==> config.mk <==
export PLATFORM = sky130hd
export DESIGN_NAME = wwd_ctrl
export DESIGN_NICKNAME = d
export VERILOG_FILES = /design/src/rtl/core/wwd_pkg.sv /design/src/rtl/core/wwd_ctrl.sv
export SDC_FILE = /design/constraint.sdc
export NUM_CORES = 1
export LEC_CHECK = 0
export ABC_AREA = 1
export BUFFER_PORTS_ARGS = -buffer_cell sky130_fd_sc_hd__buf_2
export CAP_MARGIN = 15
export CORE_AREA = 3 3 40 42
export CTS_BUF_LIST = sky130_fd_sc_hd__clkbuf_8 sky130_fd_sc_hd__clkbuf_16
export DETAILED_ROUTE_END_ITERATION = 16
export DIE_AREA = 0 0 43 45
export PLACE_DENSITY_LB_ADDON = 0.12
export SYNTH_ARGS = -nofsm -noshare
export SYNTH_HDL_FRONTEND = slang
export SYNTH_SLANG_ARGS = --single-unit
==> constraint.sdc <==
create_clock -name clk_i -period 1.2 [get_ports clk_i]
set_input_delay 0.06 -clock clk_i [delete_from_list [all_inputs] [get_ports clk_i]]
set_output_delay 0.06 -clock clk_i [all_outputs]
set_load 0.02 [all_outputs]
==> src/rtl/core/wwd_pkg.sv <==
// ----------------------------------------------------------------------------
// wwd_pkg
// Shared constants and controller/datapath interface types for the wildcard
// word dictionary.
// ----------------------------------------------------------------------------
`default_nettype none

package wwd_pkg;

  localparam int MAX_WORD_LEN_DEF = 32;
  localparam int TABLE_DEPTH_DEF  = 64;

  localparam logic [7:0] WILDCARD_CHAR = 8'd46;

  localparam logic OP_ADD    = 1'b0;
  localparam logic OP_SEARCH = 1'b1;

  localparam logic KIND_ADD    = 1'b0;
  localparam logic KIND_SEARCH = 1'b1;

  localparam logic [1:0] STATUS_OK   = 2'd0;
  localparam logic [1:0] STATUS_FULL = 2'd1;
  localparam logic [1:0] STATUS_LONG = 2'd2;

  typedef struct packed {
    logic       take_char;
    logic       clear_word;
    logic       commit_add;
    logic       search_start;
    logic       issue;
    logic       load_out;
    logic       out_kind;
    logic       out_use_found;
    logic [1:0] out_status;
  } cmd_t;

  typedef struct packed {
    logic overflow_now;
    logic table_full;
    logic ptr_done;
    logic pend;
    logic found;
    logic out_busy;
  } stat_t;

endpackage

`default_nettype wire

==> src/rtl/core/wwd_ctrl.sv <==
// ----------------------------------------------------------------------------
// wwd_ctrl
// Controller: sequences character intake, word-end handling and the search
// walk over stored entries.
// ----------------------------------------------------------------------------
`default_nettype none

module wwd_ctrl (
  input  wire logic           clk_i,
  input  wire logic           rst_ni,
  input  wire logic           in_valid_i,
  output logic                in_stall_o,
  input  wire logic           in_operation_i,
  input  wire logic           in_last_char_i,
  input  wire wwd_pkg::stat_t stat_i,
  output wwd_pkg::cmd_t       cmd_o
);

  localparam logic S_IDLE = 1'b0;
  localparam logic S_SRCH = 1'b1;

  logic state_q, state_d;
  logic accept;

  assign in_stall_o = (state_q != S_IDLE) || stat_i.out_busy;
  assign accept     = in_valid_i && !in_stall_o;

  always_comb begin
    cmd_o   = '0;
    state_d = state_q;
    case (state_q)
      S_IDLE: begin
        if (accept) begin
          cmd_o.take_char = 1'b1;
          if (in_last_char_i) begin
            if (stat_i.overflow_now) begin
              cmd_o.clear_word = 1'b1;
              cmd_o.load_out   = 1'b1;
              cmd_o.out_kind   = in_operation_i;
              cmd_o.out_status = wwd_pkg::STATUS_LONG;
            end else if (in_operation_i == wwd_pkg::OP_ADD) begin
              cmd_o.clear_word = 1'b1;
              cmd_o.load_out   = 1'b1;
              cmd_o.out_kind   = wwd_pkg::KIND_ADD;
              if (stat_i.table_full) begin
                cmd_o.out_status = wwd_pkg::STATUS_FULL;
              end else begin
                cmd_o.commit_add = 1'b1;
                cmd_o.out_status = wwd_pkg::STATUS_OK;
              end
            end else begin
              cmd_o.search_start = 1'b1;
              state_d            = S_SRCH;
            end
          end
        end
      end
      S_SRCH: begin
        cmd_o.issue = !stat_i.ptr_done && !stat_i.found;
        if ((stat_i.ptr_done || stat_i.found) && !stat_i.pend && !stat_i.out_busy) begin
          cmd_o.load_out      = 1'b1;
          cmd_o.out_kind      = wwd_pkg::KIND_SEARCH;
          cmd_o.out_use_found = 1'b1;
          cmd_o.out_status    = wwd_pkg::STATUS_OK;
          cmd_o.clear_word    = 1'b1;
          state_d             = S_IDLE;
        end
      end
      default: begin
        state_d = S_IDLE;
      end
    endcase
  end

  always_ff @(posedge clk_i or negedge rst_ni) begin
    if (!rst_ni) begin
      state_q <= S_IDLE;
    end else begin
      state_q <= state_d;
    end
  end

  a_no_accept_in_search: assert property (@(posedge clk_i) disable iff (!rst_ni)
    (state_q == S_SRCH) |-> !cmd_o.take_char)
    else $error("character taken during search walk");

  a_search_ends_idle: assert property (@(posedge clk_i) disable iff (!rst_ni)
    (state_q == S_SRCH && cmd_o.load_out) |=> (state_q == S_IDLE))
    else $error("search result loaded without returning to idle");

  a_search_entry: assert property (@(posedge clk_i) disable iff (!rst_ni)
    ($rose(state_q == S_SRCH)) |-> $past(cmd_o.search_start))
    else $error("search walk entered without start");

endmodule

`default_nettype wire

# --- After elaboration in Yosys (flattened, before gate mapping) ---
# Index checks and enable logic that the tools add are counted.
totals:
  register_bits: 1
  input_bits: 11
  word_cells: 43
classes:
  n_mux: 30
  bitwise_logic: 1
  reduce_logical: 11
op_table:
  columns: ["cell", "count"]
  rows:
  - ["two-way mux 2 bit", 10]
  - ["two-way mux 1 bit", 13]
  - ["case mux 2 bit (2 select lines)", 2]
  - ["logical NOT 1 bit", 5]
  - ["two-way mux 5 bit", 1]
  - ["logical AND 1 bit", 4]
  - ["two-way mux 4 bit", 1]
  - ["case mux 1 bit (2 select lines)", 2]
  - ["two-way mux 3 bit", 1]
  - ["logical OR 1 bit", 2]
  - ["NOT 1 bit", 1]

# --- Depth between registers and ports, before layout ---
depth:
  word_depth: 6
  mapped_depth: 6

# --- Worst setup path before layout ---
# Ideal clock, no wire load.
synth_path:
  path_type: "reg2out"
  from: "reg state_q"
  to: "out cmd_o[8] (netlist bit)"
  arrival_time_ns: 1.155
  t_required_ns: 1.140
  path_slack_ns: -0.015
  stages_incl_launch_ff: 7
  path_buffers: 1
  cell_sequence: "dfrtp_1 inv_2 nand2_4 nor2_4 nand2_1 nand2_1 buf_4"
synth_rtl:
  columns: ["item", "line_no", "source"]
  rows:
  - ["start: declaration", "wwd_ctrl.sv:22", "logic state_q, state_d;"]
  - ["start signal: assignment", "wwd_ctrl.sv:79", "state_q <= state_d;"]
  - ["end: declaration", "wwd_ctrl.sv:16", "output wwd_pkg::cmd_t cmd_o"]

==> reports/metrics.yaml <==
status:
  outcome: "complete, no violations"
die:
  die_area_um2: 1935
  fp.dieH_um: 45
  io_pins: 22
  core_um2: 1285
  die_w_um: 43
  start_util_pct: 15.29
  rows: 13
run:
  maxCapViolations: 0
global_routing:
  grt_pass1_vias: 214
  overflow: 0
  grt_pass1_wl_um: 807
  grt_max_degree: 5
  grtUsageTotal_pct: 5.071
  antenna_found_initial: 0
placement:
  placed_cells: 72
  numPortBuffers: 21
  place_area_um2: 315.3
  gp_congestion: 0.6136
  hpwl_um: 538.6
synth:
  netlist_area_um2: 196.4
  yosysUniqueCellTypes: 14
  synth.area.top_cells: "nand2_1 (17%), inv_1 (13%), dfrtp_1 (13%)"
  synth_nets: 48
  syn_inst: 37
  synth_top_cell_area_share_pct: 17.20
  yosys.area.top_type: "nand2_1"
  avgSynthCellArea_um2: 5.309
  synth_seq_area_share_pct: 12.74
  synth_warnings: 0
  synth.ff_latch_count: 1
sta:
  skew_ns: 0
  slew_violations: 0
  fin_setup_tns_ns: 0
  worst_pin_slew_ns: 0.1378
  setup_viol: 0
  fmax_mhz: 1004
  rsz0062_at_grt: "no"
  hold_violations: 0
  post-route-period-util_pct: 82.99
  min_period_ns: 0.9958
  max_slew_margin_pct: 90.79
pwr:
  power_w: 0.0001440
  cellPowerDensity_nw_per_um2: 442.5
  switching_share_pct: 46.49
  ir_worst_vdd_v: 0.0002130
  pwr-share-clk_pct: 0
  p_seq_share_pct: 28.1
  power_switching_w: 0.00006693
  p_comb_share_pct: 71.9
  p_leak_nw: 0.2226
  internal-power_w: 0.00007704
finish:
  largest_reg_flops: 1
  fillers: 160
  syn2layout_area_growth_pct: 65.61
  drive_above_1_share_pct: 50.00
  fin_area_um2: 325.3
  nets: 71
  antennaDiodeCount: 0
  regMostFlops: "state_q"
  largestRegisters: "state_q (1)"
  utilization_pct: 25.32
  stdcell_count: 73
worst_setup_path:
  startpoint_type: "flop"
  worstReg2RegStart: "state_q"
  cp.arrival_ns: 0.94
  critical_path.max_fanout: 4
  end_kind: "output port"
  cp.required_ns: 1.14
  r2r_end: "state_q"
  criticalPathCategory: "flop to output port"
  r2r_slack_ns: 0.38
  startpoint: "state_q"
  reg2regPathDepth: 5
clock_tree:
  clk_pin_slew_ns: 0
  cts_hold_buf: 1
  ctsResizeCount: 0
  postCtsSetupRepairBufs: 0
  insertion_delay_ns: 0
route:
  ant_nets: 0
  firstDrtPassIters: 2
  drt-wirelength-per-cell_um: 7.836
  drtIter0Drc: 4
  drcViolationCount: 0
  wirelength_um: 572
  via_per_inst: 3.589
  vias: 262
worst_hold_path:
  hold_path.class: "primary input to async pin"
## cells in the final DEF (no fill, tap or decap)
cell type and count:
inv_1 7, nand2_2 2, nand2_4 1, nor2_1 6, o21ai_1 1, nand3_1 3, buf_2 21, a21oi_1 1
nand4_1 1, dlygate4sd3_1 1, nor2_4 1, inv_2 3, nand2_1 8, dfrtp_1 1, nor3_2 1
## routing by layer
metal | global-route usage, % | wire length [µm] | vias up
li1 | - | - | 151
met1 | 6.715 | 255 | 101
met2 | 9.880 | 270 | 10
met3 | 0 | 45 | 0
met4 | 0 | 0 | 0
met5 | 0 | 0 | -
## cell type report
class	count	area (µm²)	area share (%)
Multi-Input combinational cell	25	128.9	39.62
Timing Repair Buffer	22	115.1	35.38
Inverter	10	37.54	11.54
Sequential cell	1	25.02	7.692
Tap cell	15	18.77	5.769
## worst max path at each step
stage,cells after the start,to,slack [ns]
after global routing,6,cmd_o[8],0.12
after detailed placement,6,cmd_o[8],0.18
after global placement,6,cmd_o[4],0.19
after CTS,6,cmd_o[8],0.18
final,6,cmd_o[8],0.20
after floorplan,6,cmd_o[8],0.04
## Yosys cell counts
master / instances
inv_2: 3
nand2_1: 9
buf_4: 1
o21ai_1: 1
nand2_4: 1
nor3_2: 1
nor2_4: 1
a21oi_1: 1
dfrtp_1: 1
nor2_1: 6
nand2_2: 1
nand3_1: 3
nand4_1: 1
inv_1: 7
## worst max-delay path: stages (launching register included)
cell and delay, ns:
dfrtp_1 0.38, inv_2 0.10, nand2_4 0.06, nor2_4 0.10, nand2_1 0.08, nand2_2 0.06
buf_2 0.16
## through the flow
step / hold slack, ns / setup WS [ns]
2_1_floorplan: -0.2356 / 0.04458
3_3_place_gp: -0.1630 / 0.1923
3_5_place_dp: -0.1629 / 0.1841
4_1_cts: 0.3687 / 0.1835
5_1_grt: 0.3808 / 0.1152
6_report: 0.3740 / 0.2042
## cell families (layout without fill, tap and decap cells)
| kind of cell | count (synthesis) | after routing | synth area share, % |
|---|---|---|---|
| and+or+nand+nor | 23 | 23 | 59.23 |
| buffers and inverters | 11 | 32 | 22.93 |
| AOI/OAI and AO/OA | 2 | 2 | 5.091 |
| DFF | 1 | 1 | 12.74 |
## power by group through the flow
stage | registers [W] | logic (W) | clock network [W]
finish | 0.0000405 | 0.000104 | 0
global route | 0.0000410 | 0.000115 | 0
CTS | 0.0000404 | 0.000106 | 0
detailed placement | 0.0000404 | 0.000103 | 0
global placement | 0.0000402 | 0.000103 | 0
floorplan | 0.0000400 | 0.0000655 | 0
Note: power is estimated with default switching activity, not from simulation.
